`config.mk`:
```
export PLATFORM = sky130hd
export DESIGN_NAME = poly_voice_allocator_core
export DESIGN_NICKNAME = d
export VERILOG_FILES = /design/src/sv/pva_pkg.sv /design/src/sv/poly_voice_allocator_core.sv /design/src/sv/pva_ram.sv /design/src/sv/pva_front.sv /design/src/sv/pva_back.sv
export SDC_FILE = /design/constraint.sdc
export NUM_CORES = 2
export LEC_CHECK = 0
export ABC_AREA = 1
export BUFFER_PORTS_ARGS = -buffer_cell sky130_fd_sc_hd__buf_2
export CAP_MARGIN = 20
export CORE_MARGIN = 5
export CORE_UTILIZATION = 50
export CTS_BUF_LIST = sky130_fd_sc_hd__clkbuf_4
export DETAILED_ROUTE_END_ITERATION = 16
export GPL_TIMING_DRIVEN = 0
export PLACE_DENSITY = 0.66
export SLEW_MARGIN = 20
export SYNTH_ARGS = -nofsm -noshare
export SYNTH_HDL_FRONTEND = slang
export SYNTH_SLANG_ARGS = --single-unit
```
`constraint.sdc`:
```
create_clock -name i_clk -period 7.9 [get_ports i_clk]
set_input_delay 0.395 -clock i_clk [delete_from_list [all_inputs] [get_ports i_clk]]
set_output_delay 0.395 -clock i_clk [all_outputs]
set_load 0.02 [all_outputs]
```
`src/sv/pva_pkg.sv`:
```
// Package for the polyphonic voice allocator: request/result types, config
// struct, command and register codes, and small helper functions.
// No dependencies.
`default_nettype none
package pva_pkg;

    localparam int DEF_VOICES = 6;
    localparam int DEF_NOTES  = 128;
    localparam int MAX_EV     = 6;
    localparam int CFG_AW     = 6;

    localparam logic [2:0] CMD_NOTE       = 3'd0;
    localparam logic [2:0] CMD_VOICE_DONE = 3'd1;
    localparam logic [2:0] CMD_ALL_DONE   = 3'd2;
    localparam logic [2:0] CMD_KEYS_OFF   = 3'd3;
    localparam logic [2:0] CMD_HOLD       = 3'd4;

    localparam logic [1:0] PRI_LAST = 2'd0;
    localparam logic [1:0] PRI_LOW  = 2'd1;
    localparam logic [1:0] PRI_HIGH = 2'd2;

    localparam logic [2:0] REG_PRIORITY = 3'd0;
    localparam logic [2:0] REG_MASK     = 3'd1;
    localparam logic [2:0] REG_OLDEST   = 3'd2;
    localparam logic [2:0] REG_UNISON   = 3'd3;
    localparam logic [2:0] REG_PATTERN  = 3'd4;

    localparam logic [7:0]  NO_NOTE     = 8'hFF;
    localparam logic [7:0]  PAT_END     = 8'hFF;
    localparam logic [5:0]  MASK_RST    = 6'h3F;
    localparam logic [47:0] PATTERN_RST = 48'hFFFF_FFFF_FF00;

    typedef struct packed {
        logic [2:0]  command;
        logic [6:0]  note;
        logic        gate;
        logic [15:0] velocity;
        logic        from_keyboard;
        logic [2:0]  voice_index;
        logic        hold_on;
        logic [31:0] timestamp;
    } t_req;

    typedef struct packed {
        logic        event_valid;
        logic [7:0]  event_note;
        logic        event_gate;
        logic [2:0]  event_voice;
        logic [15:0] event_velocity;
        logic        legato;
        logic        last;
        logic        any_pressed;
        logic        any_assigned;
    } t_res;

    typedef struct packed {
        logic [1:0]  priority_cfg;
        logic [5:0]  voice_mask;
        logic        oldest_free_mode;
        logic        unison_mode;
        logic [47:0] chord_pattern;
    } t_cfg;

    typedef struct packed {
        logic [7:0]  note;
        logic        gate;
        logic [2:0]  voice;
        logic [15:0] vel;
        logic        leg;
    } t_evt;

    typedef struct packed {
        logic valid;
        t_req req;
    } t_qitem;

    function automatic logic voice_en(input logic [5:0] mask, input logic [2:0] v);
        logic [7:0] m;
        m = {2'b00, mask};
        return m[v];
    endfunction

    function automatic logic [1:0] eff_prio(input logic [1:0] p);
        return (p > PRI_HIGH) ? PRI_LAST : p;
    endfunction

endpackage
`default_nettype wire

```
`src/sv/poly_voice_allocator_core.sv`:
```
// Top level of the polyphonic voice allocator: APB register file, request
// queue front end, sequencer back end and key velocity RAM.
// Depends on pva_pkg, pva_ram, pva_front and pva_back.
//
// Usage: a request is taken when start is high and busy is low; busy rises
// only when the two-entry request queue is full. Each request yields one to
// six results, one per cycle on o_result with o_strobe high for that cycle;
// the final one has last set. A request with no voice event gives one result
// with event_valid low. Results cannot be held off by the receiver.
// A key release scans every key, one per cycle, and may scan the keys again
// when a held key gets its voice back in unison mode; a press without unison
// walks the voice table up to three times, then assigns the chord slots, then
// sends the results. Registers are written over APB (64-bit data, register i
// at byte 8*i); the user must write them only while the block is idle, as the
// block itself does not enforce this. Reset clears key map, voices, hold and
// registers; the velocity RAM is not cleared.
`default_nettype none
module poly_voice_allocator_core #(
    parameter int VOICES = pva_pkg::DEF_VOICES,
    parameter int NOTES  = pva_pkg::DEF_NOTES
) (
    input  wire logic                       i_clk,
    input  wire logic                       i_rst_n,
    input  wire logic                       start,
    output logic                            busy,
    input  wire pva_pkg::t_req              i_request,
    output logic                            o_strobe,
    output pva_pkg::t_res                   o_result,
    input  wire logic                       psel,
    input  wire logic                       penable,
    input  wire logic                       pwrite,
    input  wire logic [pva_pkg::CFG_AW-1:0] paddr,
    input  wire logic [63:0]                pwdata,
    output logic [63:0]                     prdata,
    output logic                            pready
);
    pva_pkg::t_cfg               r_cfg;
    pva_pkg::t_qitem             q;
    logic                        pop;
    logic                        ram_we;
    logic [$clog2(NOTES)-1:0]    ram_waddr;
    logic [$clog2(NOTES)-1:0]    ram_raddr;
    logic [15:0]                 ram_wdata;
    logic [15:0]                 ram_rdata;
    logic [2:0]                  reg_idx;

    assign pready  = 1'b1;
    assign reg_idx = paddr[pva_pkg::CFG_AW-1:3];

    always_ff @(posedge i_clk) begin
        if (!i_rst_n) begin
            r_cfg.priority_cfg     <= pva_pkg::PRI_LAST;
            r_cfg.voice_mask       <= pva_pkg::MASK_RST;
            r_cfg.oldest_free_mode <= 1'b0;
            r_cfg.unison_mode      <= 1'b0;
            r_cfg.chord_pattern    <= pva_pkg::PATTERN_RST;
        end else if (psel && penable && pwrite && pready) begin
            case (reg_idx)
                pva_pkg::REG_PRIORITY: r_cfg.priority_cfg     <= pwdata[1:0];
                pva_pkg::REG_MASK:     r_cfg.voice_mask       <= pwdata[5:0];
                pva_pkg::REG_OLDEST:   r_cfg.oldest_free_mode <= pwdata[0];
                pva_pkg::REG_UNISON:   r_cfg.unison_mode      <= pwdata[0];
                pva_pkg::REG_PATTERN:  r_cfg.chord_pattern    <= pwdata[47:0];
                default: begin
                end
            endcase
        end
    end

    always_comb begin
        case (reg_idx)
            pva_pkg::REG_PRIORITY: prdata = 64'(r_cfg.priority_cfg);
            pva_pkg::REG_MASK:     prdata = 64'(r_cfg.voice_mask);
            pva_pkg::REG_OLDEST:   prdata = 64'(r_cfg.oldest_free_mode);
            pva_pkg::REG_UNISON:   prdata = 64'(r_cfg.unison_mode);
            pva_pkg::REG_PATTERN:  prdata = 64'(r_cfg.chord_pattern);
            default:               prdata = 64'd0;
        endcase
    end

    pva_front u_front (
        .i_clk   (i_clk),
        .i_rst_n (i_rst_n),
        .i_start (start),
        .i_req   (i_request),
        .o_busy  (busy),
        .i_pop   (pop),
        .o_q     (q)
    );

    pva_ram #(
        .WIDTH (16),
        .DEPTH (NOTES)
    ) u_vel_ram (
        .i_clk   (i_clk),
        .i_we    (ram_we),
        .i_waddr (ram_waddr),
        .i_wdata (ram_wdata),
        .i_raddr (ram_raddr),
        .o_rdata (ram_rdata)
    );

    pva_back #(
        .VOICES (VOICES),
        .NOTES  (NOTES)
    ) u_back (
        .i_clk       (i_clk),
        .i_rst_n     (i_rst_n),
        .i_cfg       (r_cfg),
        .i_q         (q),
        .o_pop       (pop),
        .o_ram_we    (ram_we),
        .o_ram_waddr (ram_waddr),
        .o_ram_wdata (ram_wdata),
        .o_ram_raddr (ram_raddr),
        .i_ram_rdata (ram_rdata),
        .o_strobe    (o_strobe),
        .o_result    (o_result)
    );

    a_last_gap: assert property (@(posedge i_clk) disable iff (!i_rst_n)
        o_strobe && o_result.last |=> !o_strobe)
        else $error("result strobe continued past last");

    a_null_last: assert property (@(posedge i_clk) disable iff (!i_rst_n)
        o_strobe && !o_result.event_valid |-> o_result.last)
        else $error("empty result not marked last");

    a_voice_range: assert property (@(posedge i_clk) disable iff (!i_rst_n)
        o_strobe && o_result.event_valid |-> 4'(o_result.event_voice) < 4'(VOICES))
        else $error("event addresses a nonexistent voice");

endmodule
`default_nettype wire

```
`src/sv/pva_ram.sv`:
```
// Generic single-write, single-read RAM with registered read data.
// No dependencies.
`default_nettype none
module pva_ram #(
    parameter int WIDTH = 16,
    parameter int DEPTH = 128
) (
    input  wire logic                     i_clk,
    input  wire logic                     i_we,
    input  wire logic [$clog2(DEPTH)-1:0] i_waddr,
    input  wire logic [WIDTH-1:0]         i_wdata,
    input  wire logic [$clog2(DEPTH)-1:0] i_raddr,
    output logic      [WIDTH-1:0]         o_rdata
);
    logic [WIDTH-1:0] r_mem [DEPTH];

    always_ff @(posedge i_clk) begin
        if (i_we) begin
            r_mem[i_waddr] <= i_wdata;
        end
        o_rdata <= r_mem[i_raddr];
    end
endmodule
`default_nettype wire

```
`src/sv/pva_front.sv`:
```
// Front end: accepts requests and holds them in a two-entry queue.
// Depends on pva_pkg.
`default_nettype none
module pva_front (
    input  wire logic          i_clk,
    input  wire logic          i_rst_n,
    input  wire logic          i_start,
    input  wire pva_pkg::t_req i_req,
    output logic               o_busy,
    input  wire logic          i_pop,
    output pva_pkg::t_qitem    o_q
);
    pva_pkg::t_req r_m [2];
    logic          r_wp;
    logic          r_rp;
    logic [1:0]    r_cnt;
    logic          push;

    assign o_busy    = (r_cnt == 2'd2);
    assign push      = i_start && !o_busy;
    assign o_q.valid = (r_cnt != 2'd0);
    assign o_q.req   = r_m[r_rp];

    always_ff @(posedge i_clk) begin
        if (!i_rst_n) begin
            r_wp  <= 1'b0;
            r_rp  <= 1'b0;
            r_cnt <= 2'd0;
        end else begin
            if (push) begin
                r_m[r_wp] <= i_req;
                r_wp      <= !r_wp;
            end
            if (i_pop) begin
                r_rp <= !r_rp;
            end
            r_cnt <= r_cnt + {1'b0, push} - {1'b0, i_pop};
        end
    end
endmodule
`default_nettype wire

```
`src/sv/pva_back.sv`:
```
// Back end: sequencer that executes one request at a time, keeps the
// key map and voice table, buffers events and streams results. Uses pva_pkg.
`default_nettype none
module pva_back #(
    parameter int VOICES = pva_pkg::DEF_VOICES,
    parameter int NOTES  = pva_pkg::DEF_NOTES
) (
    input  wire logic                     i_clk,
    input  wire logic                     i_rst_n,
    input  wire pva_pkg::t_cfg            i_cfg,
    input  wire pva_pkg::t_qitem          i_q,
    output logic                          o_pop,
    output logic                          o_ram_we,
    output logic [$clog2(NOTES)-1:0]      o_ram_waddr,
    output logic [15:0]                   o_ram_wdata,
    output logic [$clog2(NOTES)-1:0]      o_ram_raddr,
    input  wire logic [15:0]              i_ram_rdata,
    output logic                          o_strobe,
    output pva_pkg::t_res                 o_result
);
    localparam int KIW = $clog2(NOTES);
    localparam int VIW = $clog2(VOICES);
    localparam int VCW = $clog2(VOICES + 1);
    localparam logic [1:0] PH_A = 2'd0;
    localparam logic [1:0] PH_B = 2'd1;
    localparam logic [1:0] PH_C = 2'd2;

    typedef enum logic [9:0] {
        S_IDLE  = 10'b0000000001,
        S_START = 10'b0000000010,
        S_BEGIN = 10'b0000000100,
        S_UNI   = 10'b0000001000,
        S_SEL   = 10'b0000010000,
        S_RDV   = 10'b0000100000,
        S_ASN   = 10'b0001000000,
        S_OFF   = 10'b0010000000,
        S_VLP   = 10'b0100000000,
        S_EMIT  = 10'b1000000000
    } t_state;

    t_state            r_state;
    pva_pkg::t_req     r_req;
    logic [NOTES-1:0]  r_key;
    logic [VOICES-1:0] r_asg;
    logic [VOICES-1:0] r_gat;
    logic [VOICES-1:0] r_prs;
    logic [15:0]       r_vvel  [VOICES];
    logic [7:0]        r_root  [VOICES];
    logic [7:0]        r_vnote [VOICES];
    logic [31:0]       r_stamp [VOICES];
    logic              r_hold;
    logic [KIW-1:0]    r_kcnt;
    logic [VCW-1:0]    r_vcnt;
    logic [1:0]        r_phase;
    logic              r_ok;
    logic [VIW-1:0]    r_pick;
    logic [31:0]       r_best;
    logic [7:0]        r_cmp;
    logic [6:0]        r_rn;
    logic [15:0]       r_avel;
    logic              r_leg;
    logic [2:0]        r_slot;
    logic [VIW-1:0]    r_v;
    pva_pkg::t_evt     r_ev [pva_pkg::MAX_EV];
    logic [2:0]        r_evn;
    logic [2:0]        r_eidx;
    logic              r_stb;
    pva_pkg::t_res     r_out;

    logic [1:0]     prio;
    logic [VIW-1:0] cv;
    logic           cv_en;
    logic [7:0]     cv_root;
    logic           cv_down;
    logic           nxt_ok;
    logic [VIW-1:0] nxt_v;
    logic [KIW-1:0] rst_idx;
    logic           rooted;
    logic [7:0]     b0;
    logic [7:0]     bi;
    logic           pat_end;
    logic [7:0]     offs;
    logic           note_ok;
    logic [KIW-1:0] note_idx;
    logic [KIW-1:0] rn_idx;
    logic           ev_room;

    always_comb begin
        int c;
        prio     = pva_pkg::eff_prio(i_cfg.priority_cfg);
        cv       = r_vcnt[VIW-1:0];
        cv_en    = pva_pkg::voice_en(i_cfg.voice_mask, 3'(cv));
        cv_root  = r_root[cv];
        cv_down  = r_asg[cv] && (cv_root < 8'(NOTES)) && r_key[cv_root[KIW-1:0]];
        nxt_ok   = 1'b0;
        nxt_v    = '0;
        for (int k = 1; k <= VOICES; k++) begin
            c = int'(r_v) + k;
            if (c >= VOICES) begin
                c = c - VOICES;
            end
            if (!nxt_ok && pva_pkg::voice_en(i_cfg.voice_mask, 3'(c))) begin
                nxt_ok = 1'b1;
                nxt_v  = VIW'(c);
            end
        end
        rst_idx  = (prio == pva_pkg::PRI_HIGH) ? (KIW'(NOTES - 1) - r_kcnt) : r_kcnt;
        rooted   = 1'b0;
        for (int v = 0; v < VOICES; v++) begin
            if (r_asg[v] && r_root[v] == 8'(rst_idx)) begin
                rooted = 1'b1;
            end
        end
        b0       = i_cfg.chord_pattern[7:0];
        bi       = 8'(i_cfg.chord_pattern >> {r_slot, 3'b000});
        pat_end  = (r_slot >= 3'd6) || (4'(r_slot) >= 4'(VOICES))
                || (b0 != pva_pkg::PAT_END && r_slot != 3'd0 && bi == pva_pkg::PAT_END);
        offs     = (b0 == pva_pkg::PAT_END || r_slot == 3'd0) ? 8'd0 : bi;
        note_ok  = 8'(r_req.note) < 8'(NOTES);
        note_idx = r_req.note[KIW-1:0];
        rn_idx   = r_rn[KIW-1:0];
        ev_room  = r_evn < 3'(pva_pkg::MAX_EV);
    end

    assign o_pop       = (r_state == S_IDLE) && i_q.valid;
    assign o_ram_we    = (r_state == S_START) && (r_req.command == pva_pkg::CMD_NOTE)
                       && note_ok && r_req.gate;
    assign o_ram_waddr = note_idx;
    assign o_ram_wdata = r_req.velocity;
    assign o_ram_raddr = rst_idx;
    assign o_strobe    = r_stb;
    assign o_result    = r_out;

    always_ff @(posedge i_clk) begin
        if (!i_rst_n) begin
            r_state <= S_IDLE;
            r_key   <= '0;
            r_asg   <= '0;
            r_gat   <= '0;
            r_prs   <= '0;
            r_hold  <= 1'b0;
            r_stb   <= 1'b0;
            r_evn   <= 3'd0;
            r_eidx  <= 3'd0;
            for (int v = 0; v < VOICES; v++) begin
                r_vvel[v]  <= 16'd0;
                r_root[v]  <= pva_pkg::NO_NOTE;
                r_vnote[v] <= pva_pkg::NO_NOTE;
                r_stamp[v] <= 32'd0;
            end
        end else begin
            r_stb <= 1'b0;
            case (r_state)
                S_IDLE: begin
                    if (i_q.valid) begin
                        r_req   <= i_q.req;
                        r_evn   <= 3'd0;
                        r_eidx  <= 3'd0;
                        r_state <= S_START;
                    end
                end
                S_START: begin
                    r_kcnt  <= '0;
                    r_vcnt  <= '0;
                    r_state <= S_EMIT;
                    case (r_req.command)
                        pva_pkg::CMD_NOTE: begin
                            if (note_ok) begin
                                r_key[note_idx] <= r_req.gate;
                                r_rn            <= r_req.note;
                                r_avel          <= r_req.velocity;
                                r_leg           <= 1'b0;
                                r_state         <= r_req.gate ? S_BEGIN : S_OFF;
                            end
                        end
                        pva_pkg::CMD_VOICE_DONE: begin
                            if (4'(r_req.voice_index) < 4'(VOICES)) begin
                                r_asg[VIW'(r_req.voice_index)]   <= 1'b0;
                                r_prs[VIW'(r_req.voice_index)]   <= 1'b0;
                                r_root[VIW'(r_req.voice_index)]  <= pva_pkg::NO_NOTE;
                                r_vnote[VIW'(r_req.voice_index)] <= pva_pkg::NO_NOTE;
                            end
                        end
                        pva_pkg::CMD_ALL_DONE: begin
                            r_asg <= '0;
                            r_prs <= '0;
                            r_key <= '0;
                            for (int v = 0; v < VOICES; v++) begin
                                r_root[v]  <= pva_pkg::NO_NOTE;
                                r_vnote[v] <= pva_pkg::NO_NOTE;
                                r_stamp[v] <= 32'd0;
                            end
                        end
                        pva_pkg::CMD_KEYS_OFF: begin
                            r_state <= S_VLP;
                        end
                        pva_pkg::CMD_HOLD: begin
                            r_hold <= r_req.hold_on;
                            if (!r_req.hold_on) begin
                                r_state <= S_VLP;
                            end
                        end
                        default: begin
                        end
                    endcase
                end
                S_BEGIN: begin
                    r_kcnt  <= '0;
                    r_vcnt  <= '0;
                    r_slot  <= 3'd0;
                    r_ok    <= 1'b0;
                    r_phase <= PH_A;
                    if (i_cfg.unison_mode) begin
                        r_v     <= '0;
                        r_state <= (prio != pva_pkg::PRI_LAST) ? S_UNI : S_ASN;
                    end else begin
                        r_state <= S_SEL;
                    end
                end
                S_UNI: begin
                    if (r_kcnt != rn_idx && r_key[r_kcnt]) begin
                        r_leg <= 1'b1;
                    end
                    if (r_kcnt != rn_idx && r_key[r_kcnt]
                        && ((rn_idx > r_kcnt && prio == pva_pkg::PRI_LOW)
                         || (rn_idx < r_kcnt && prio == pva_pkg::PRI_HIGH))) begin
                        r_state <= S_EMIT;
                    end else if (r_kcnt == KIW'(NOTES - 1)) begin
                        r_state <= S_ASN;
                    end else begin
                        r_kcnt <= r_kcnt + 1'b1;
                    end
                end
                S_SEL: begin
                    if (r_vcnt == VCW'(VOICES)) begin
                        r_vcnt <= '0;
                        r_ok   <= 1'b0;
                        r_cmp  <= {1'b0, r_rn};
                        if (r_ok) begin
                            r_v     <= r_pick;
                            r_state <= S_ASN;
                        end else if (r_phase == PH_C) begin
                            r_state <= S_EMIT;
                        end else begin
                            r_phase <= r_phase + 2'd1;
                        end
                    end else begin
                        r_vcnt <= r_vcnt + 1'b1;
                        if (cv_en) begin
                            case (r_phase)
                                PH_A: begin
                                    if (r_asg[cv]) begin
                                        if (r_stamp[cv] < r_req.timestamp
                                            && r_vnote[cv] == {1'b0, r_rn}) begin
                                            r_v     <= cv;
                                            r_state <= S_ASN;
                                        end
                                    end else if (!i_cfg.oldest_free_mode) begin
                                        if (!r_ok) begin
                                            r_ok   <= 1'b1;
                                            r_pick <= cv;
                                        end
                                    end else if (!r_ok || r_stamp[cv] < r_best) begin
                                        r_ok   <= 1'b1;
                                        r_pick <= cv;
                                        r_best <= r_stamp[cv];
                                    end
                                end
                                PH_B: begin
                                    if (!cv_down && (!r_ok || r_stamp[cv] < r_best)) begin
                                        r_ok   <= 1'b1;
                                        r_pick <= cv;
                                        r_best <= r_stamp[cv];
                                    end
                                end
                                default: begin
                                    if (prio == pva_pkg::PRI_LOW) begin
                                        if (r_vnote[cv] > r_cmp) begin
                                            r_ok   <= 1'b1;
                                            r_pick <= cv;
                                            r_cmp  <= r_vnote[cv];
                                        end
                                    end else if (prio == pva_pkg::PRI_HIGH) begin
                                        if (r_vnote[cv] < r_cmp) begin
                                            r_ok   <= 1'b1;
                                            r_pick <= cv;
                                            r_cmp  <= r_vnote[cv];
                                        end
                                    end else if (!r_ok || r_stamp[cv] < r_best) begin
                                        r_ok   <= 1'b1;
                                        r_pick <= cv;
                                        r_best <= r_stamp[cv];
                                    end
                                end
                            endcase
                        end
                    end
                end
                S_OFF: begin
                    if (r_key[rst_idx] && !rooted) begin
                        r_rn    <= 7'(rst_idx);
                        r_state <= S_RDV;
                    end else if (r_kcnt == KIW'(NOTES - 1)) begin
                        r_vcnt  <= '0;
                        r_state <= S_VLP;
                    end else begin
                        r_kcnt <= r_kcnt + 1'b1;
                    end
                end
                S_RDV: begin
                    r_avel  <= i_ram_rdata;
                    r_leg   <= 1'b1;
                    r_state <= S_BEGIN;
                end
                S_ASN: begin
                    if (pat_end) begin
                        r_state <= S_EMIT;
                    end else begin
                        r_asg[r_v]   <= 1'b1;
                        r_gat[r_v]   <= 1'b1;
                        r_prs[r_v]   <= 1'b1;
                        r_vvel[r_v]  <= r_avel;
                        r_root[r_v]  <= {1'b0, r_rn};
                        r_vnote[r_v] <= {1'b0, r_rn} + offs;
                        r_stamp[r_v] <= r_req.timestamp;
                        if (ev_room) begin
                            r_ev[r_evn] <= '{note: {1'b0, r_rn} + offs, gate: 1'b1,
                                             voice: 3'(r_v), vel: r_avel, leg: r_leg};
                            r_evn       <= r_evn + 3'd1;
                        end
                        r_slot <= r_slot + 3'd1;
                        if (nxt_ok) begin
                            r_v <= nxt_v;
                        end else begin
                            r_state <= S_EMIT;
                        end
                    end
                end
                S_VLP: begin
                    case (r_req.command)
                        pva_pkg::CMD_NOTE: begin
                            if (r_asg[cv] && r_root[cv] == {1'b0, r_req.note}) begin
                                r_prs[cv] <= 1'b0;
                                if (!r_hold || i_cfg.unison_mode) begin
                                    r_gat[cv] <= 1'b0;
                                    if (ev_room) begin
                                        r_ev[r_evn] <= '{note: r_vnote[cv], gate: 1'b0,
                                                         voice: 3'(cv),
                                                         vel: r_req.velocity, leg: 1'b0};
                                        r_evn       <= r_evn + 3'd1;
                                    end
                                end
                            end
                        end
                        default: begin
                            if (cv_en && r_gat[cv] && (r_req.command == pva_pkg::CMD_KEYS_OFF
                                                       || !r_prs[cv])) begin
                                r_gat[cv] <= 1'b0;
                                if (r_req.command == pva_pkg::CMD_KEYS_OFF) begin
                                    r_prs[cv] <= 1'b0;
                                end
                                if (ev_room) begin
                                    r_ev[r_evn] <= '{note: r_vnote[cv], gate: 1'b0,
                                                     voice: 3'(cv), vel: r_vvel[cv],
                                                     leg: 1'b0};
                                    r_evn       <= r_evn + 3'd1;
                                end
                            end
                        end
                    endcase
                    if (r_vcnt == VCW'(VOICES - 1)) begin
                        if (r_req.command == pva_pkg::CMD_KEYS_OFF) begin
                            r_key  <= '0;
                            r_hold <= 1'b0;
                        end
                        r_state <= S_EMIT;
                    end else begin
                        r_vcnt <= r_vcnt + 1'b1;
                    end
                end
                S_EMIT: begin
                    r_stb              <= 1'b1;
                    r_out.any_pressed  <= |r_key;
                    r_out.any_assigned <= |r_asg;
                    if (r_evn == 3'd0) begin
                        r_out.event_valid    <= 1'b0;
                        r_out.event_note     <= 8'd0;
                        r_out.event_gate     <= 1'b0;
                        r_out.event_voice    <= 3'd0;
                        r_out.event_velocity <= 16'd0;
                        r_out.legato         <= 1'b0;
                        r_out.last           <= 1'b1;
                        r_state              <= S_IDLE;
                    end else begin
                        r_out.event_valid    <= 1'b1;
                        r_out.event_note     <= r_ev[r_eidx].note;
                        r_out.event_gate     <= r_ev[r_eidx].gate;
                        r_out.event_voice    <= r_ev[r_eidx].voice;
                        r_out.event_velocity <= r_ev[r_eidx].vel;
                        r_out.legato         <= r_ev[r_eidx].leg;
                        r_out.last           <= (r_eidx == r_evn - 3'd1);
                        if (r_eidx == r_evn - 3'd1) begin
                            r_state <= S_IDLE;
                        end else begin
                            r_eidx <= r_eidx + 3'd1;
                        end
                    end
                end
                default: begin
                    r_state <= S_IDLE;
                end
            endcase
        end
    end
endmodule
`default_nettype wire
```
-- After elaboration in Yosys (flattened, before gate mapping)
Memories as Yosys holds them, arrays and structs flattened. A register that Yosys moved wholly into a read port is not among the register bits.
Cells that the tools add are included.
- flip-flop bits (word level): 345
- latch bits: 0
- RAM bits: 2734
- memory bits (read-only): 0
- bits of input ports: 140
- output and inout bits: 100
- memories: 7
- memory list (name ; depth ; bits a word ; read ports ; clocked after memory_dff ; wr ports ; RTL line ; RTL):
    u_vel_ram.r_mem ; 128 ; 16 ; 1 ; 1 ; 1 ; pva_ram.sv:15 ; logic [WIDTH-1:0] r_mem [DEPTH];
    u_back.r_stamp ; 6 ; 32 ; 1 ; 1 ; 6 ; pva_back.sv:50 ; logic [31:0] r_stamp [VOICES];
    u_back.r_ev ; 6 ; 29 ; 1 ; 1 ; 1 ; pva_back.sv:64 ; pva_pkg::t_evt r_ev [pva_pkg::MAX_EV];
    u_front.r_m ; 2 ; 64 ; 1 ; 1 ; 1 ; pva_front.sv:13 ; pva_pkg::t_req r_m [2];
    u_back.r_vvel ; 6 ; 16 ; 1 ; 1 ; 6 ; pva_back.sv:47 ; logic [15:0] r_vvel [VOICES];
    u_back.r_root ; 6 ; 8 ; 7 ; 1 ; 6 ; pva_back.sv:48 ; logic [7:0] r_root [VOICES];
    +1 memories ; n/a ; n/a ; n/a ; n/a ; n/a ; n/a ;
- add/sub/neg operators: 23
- $mul: 0
- divide/modulo/power cells: 0
- order comparisons: 35
- equal/unequal tests: 89
- shift operators: 1
- mux-type cells: 273
- bitwise operators: 30
- reductions and logical operators: 117
- operators with widths (cell ; number):
    case mux 128 bit (2 select lines) ; 2
    2-to-1 mux 32 bit ; 13
    2-to-1 mux 128 bit ; 2
    case mux 48 bit (5 select lines) ; 1
    2-to-1 mux 8 bit ; 24
    2-to-1 mux 10 bit ; 19
    2-to-1 mux 3 bit ; 56
    bitwise mux 128 bit ; 1
    OR reduction 128 bit ; 1
    case mux 10 bit (10 select lines) ; 1
    2-to-1 mux 1 bit ; 86
    2-to-1 mux 6 bit ; 13
    equality test 8 x 7 -> 1 bit ; 8
    < comparator 32 bit ; 2
    case mux 32 bit (2 select lines) ; 1
    2-to-1 mux 29 bit ; 2
    2-to-1 mux 7 bit ; 8
    case mux 6 bit (2 select lines) ; 4
    right shift 48 x 6 -> 8 bit ; 1
    < comparator 3 x 4 -> 1 bit (second input constant) ; 9
    logical AND 1 bit ; 35
    < comparator 7 x 8 -> 1 bit (second input constant) ; 4
    2-to-1 mux 16 bit ; 2
    case mux 16 bit (2 select lines) ; 1
    96 further kinds ; 272

-- Longest topological paths before layout
- depth in word-level cells: 24
- gate-level depth with buffers: 26

-- By module
From an unflattened synthesis, not the netlist that was laid out.
- cells, all modules: 13557
- area, all modules: 143969.3 sq um
- by module, submodules not included (module ; times used ; cells each ; area an instance (sq um) ; sequential area each (sq um)):
    pva_ram ; 1 ; 6796 ; 82810.7 ; 61819.3
    pva_back ; 1 ; 6105 ; 53262.3 ; 29468.3
    pva_front ; 1 ; 233 ; 5158.7 ; 3943.8
    poly_voice_allocator_core ; 1 ; 423 ; 2737.6 ; 1161.1

-- Least setup slack after synthesis
Ideal clock, no wire load.
- path type: in2reg
- from: input port i_rst_n
- to: memory u_front.r_m[1][0] (netlist name), enable pin
- setup time: 561 ps
- data arrival time: 5421 ps
- data required time: 7339 ps
- path slack: 1917 ps
- cell stages on the path: 5
- path buffers: 3
- path through: buf_2 -> inv_1 -> clkbuf_1 -> clkbuf_1 -> nor3_1
- longest elaborated chain between the ends: 2
- ends and longest elaborated chain (element ; RTL line ; RTL):
    start: declaration ; poly_voice_allocator_core.sv:23 ; input wire logic i_rst_n,
    2-to-1 mux 1 bit ; pva_front.sv:25 ; if (!i_rst_n) begin
    2-to-1 mux 1 bit (not written as such) ; pva_front.sv:31 ; r_m[r_wp] <= i_req;
    end: declaration ; pva_front.sv:13 ;
Every way passes these cells.

==> impl_metrics.yaml <==
clocking:
  clockBufferDepth: 4
  cts.clk_slew.worst_paths_ps: 70
  hold_buffers: 396
  cts-root-buf: "clkbuf_4"
  cts_sinks: 3290
  cts_tree: "done"
  ctsResizeCount: 0
  postCtsSetupBuffers: 0
  h-tree-depth: 6
  cts_inserted_buffers: 829
  worstSkewPairLatency_ps: 1720
worst_setup_path:
  max_stage_delay_ps: 810
  crit_type: "register to register"
  crit_path_end_kind: "register"
  required_ps: 9160
  crit_top_cell: "nand2_1"
  cpMaxStageDelayCell: "buf_1"
  path_max_fanout: 24
  start_kind: "register"
  ff2ff_setup_slack_ps: 750
  critPathTopFamily: "buffers and inverters"
  critPathArrivalTime_ps: 8410
  crit_buf_inv: 8
global_route:
  grt_max_degree: 28
  grt_overflow: 0
  grt_pass1_wl_um: 796400
  grt_use_total: 0.3776
  antenna_found_initial: 28
  grt_pass1_vias: 111200
power:
  switching_power_mw: 12.65
  p_per_area_mw_per_mm2: 246.3
  p_sw_frac: 0.3071
  power_leakage_nw: 58.24
  internal-power_mw: 28.55
  pwr-share-comb: 0.167
  seqPwrFrac: 0.482
  ir_drop_mv: 0.1970
  clockPowerShare: 0.352
floorplanning:
  fp.dieH_um: 541.5
  die_area_mm2: 0.2932
  coreArea_mm2: 0.2818
  initial_core_util: 0.5012
  die_w_um: 541.5
  num_rows: 195
  ios: 240
route:
  wire_per_inst_um: 30.12
  drtIter0Drc: 16830
  routed_wl_um: 570500
  postRouteAntennaNets: 0
  vias: 116100
  viasPerCell: 6.131
  drc: 0
  first_pass_iters: 9
yosys:
  yosys-top-cells-area: "edfxtp_1, nor2_1, o21ai_0"
  syn_inst: 12810
  syn_avg_cell_area_um2: 11.03
  ys_seq_area_frac: 0.6819
  synth_seq_cells: 3290
  netlist.top_cell.by_area: "edfxtp_1"
  yosys_warnings: 0
  synth-edff-count: 3042
  async_flop_share: 0
  syn_area_mm2: 0.1412
  synth_ff_type: "edfxtp_1"
  yosysUniqueCellTypes: 64
  synth_top_area_share: 0.6468
finish:
  mostFrequentLayoutCells: "edfxtp_1, nor2_1, o21ai_0"
  layout_commonest_cell: "edfxtp_1"
  final_cell_area_mm2: 0.1673
  nNetsFinal: 14800
  area_growth_pct: 18.44
  drive_gt1_frac: 0.1461
hold_path:
  hp-start: "i_request[54]"
  hp-class: "input pin to register"
sta:
  fmax_mhz: 139.8
  worst-slew-pin-transition_ps: 1250
  rsz0062_at_grt: "no"
  tns_ps: 0
  max-slew-margin-rel: 0.1664
  slew_violations: 0
  post-route-min-period_ps: 7153
  finalSetupViolCount: 0
  finalCritPeriodShare: 0.9055
  setup_ws_ps: 746.8
  whs_ps: 145.5
  skew_ps: 163.9
  finalHoldViolations: 0
status:
  outcome: "finished clean"
placed_design:
  place.detailed.hpwl_um: 414300
  place_ws_ps: 996.1
  port_buffers: 201
  place_congestion: 1.043
  placed_cell_area_mm2: 0.1528
job:
  drv_cap: 0
[area by class of cell]
cell class                      count  area (um^2)
Clock buffer                     1195         8971
Inverter                          714         2683
Multi-Input combinational cell   7964        39700
Antenna cell                       25        62.56
Fill cell                       23200       114500
Buffer                            852         3572
Timing Repair Buffer              892         9812
Sequential cell                  3290        96310
Clock inverter                    262         1485
Tap cell                         3743         4683
[state kept, by name, indices dropped and copies added, names as in the netlist, 6 cells and up, named ones only]
register            cells
u_back.r_stamp        256
u_front.r_m           126
u_back.r_vvel         128
u_back.o_ram_waddr      7
u_back.r_kcnt           7
u_back.r_best          32
r_cfg                  58
u_back.r_avel          16
u_back.o_result        33
u_back.r_vnote         64
u_back.o_ram_wdata     16
u_back.r_state         10
u_back.r_key          128
u_back.r_rn             7
u_back.r_req           40
u_back.r_root          64
u_back.r_asg            6
u_vel_ram.o_rdata      16
u_back.r_gat            6
u_back.r_cmp            8
u_vel_ram.r_mem      2048
u_back.r_prs            6
u_back.r_ev           174
[synth_stat cells (13+ instances only)]
master	instances
ha_1	112
o221ai_1	17
edfxtp_1	3042
nand4_1	46
o21ai_0	1350
buf_1	61
a211oi_1	144
o22ai_1	228
a31oi_1	47
nor2_1	3132
nor3_1	53
o21ai_1	14
inv_2	17
xor2_1	16
o211ai_1	90
inv_1	686
nand3_1	477
a21oi_1	267
nand2_1	1275
buf_4	39
dfxtp_1	248
o32ai_1	541
nor2_2	13
clkbuf_1	617
buf_2	130
nor4_1	37
[power groups by stage]
stage               clock network, mW  logic [mW]  registers [mW]
CTS                              14.6        6.62            19.8
detailed placement                  0        6.46            20.2
global placement                    0        5.39            21.0
floorplan                           0        3.18            20.4
finish                           14.5        6.87            19.8
global route                     15.5        7.19            19.9
[logic make-up after synthesis]
logic type / synth area share
AOI/OAI and AO/OA: 0.1198
xor gates and xnor gates: 0.001426
adders and majority gates: 0.01006
buffers and inverters: 0.04409
DFF: 0.6819
muxes: 0.00007088
other: 0.00005318
and+or+nand+nor: 0.1425
[metal layers]
| metal | track usage | wire length (um) | vias up | share of wire |
|---|---|---|---|---|
| met1 | 0.4864 | 207300 | 56200 | 0.36 |
| met3 | 0.09027 | 67050 | 1608 | 0.12 |
| met2 | 0.5818 | 255800 | 8469 | 0.45 |
| li1 | - | - | 49820 | - |
| met5 | 0 | 169 | - | 0.00030 |
| met4 | 0.2311 | 40130 | 22 | 0.070 |
[worst register-to-register path, cell delays in order (launching register included)]
cell,delay [ps]
dfxtp_1,310
buf_4,190
inv_4,160
buf_2,320
clkbuf_1,540
buf_1,520
buf_1,810
nor2_1,90
o22ai_1,390
nor2_1,140
a31oi_1,480
ha_1,350
nand2_1,60
inv_1,50
nand3_1,60
a31oi_1,80
a2111oi_0,320
nand2_1,150
nand2_1,90
nand2_1,370
nand2_1,310
nand2_1,80
nand2_1,80
nand3_1,130
nor2_4,420
buf_12,270
[per-stage QoR]
stage                     cells  power, mW  utilization
final                     18940      41.20       0.5936
after global routing      18920      42.57       0.5934
after CTS                 18910      41.02       0.5933
after detailed placement  17060      26.68       0.5421
after global placement    16760      26.37       0.5216
after floorplan           12820      23.58            -
[worst paths after layout]
check / endpoint / cells past startpoint
max: u_back.r_best[21]$_DFFE_PP_ / 25
max reg2reg: u_back.r_best[21]$_DFFE_PP_ / 25
min: u_front.r_m[1][54]$_DFFE_PP_ / 3
min reg2reg: u_back.r_stamp[7][11]$_DFFE_PP_ / 0
Power figures use the tool's default switching activity.
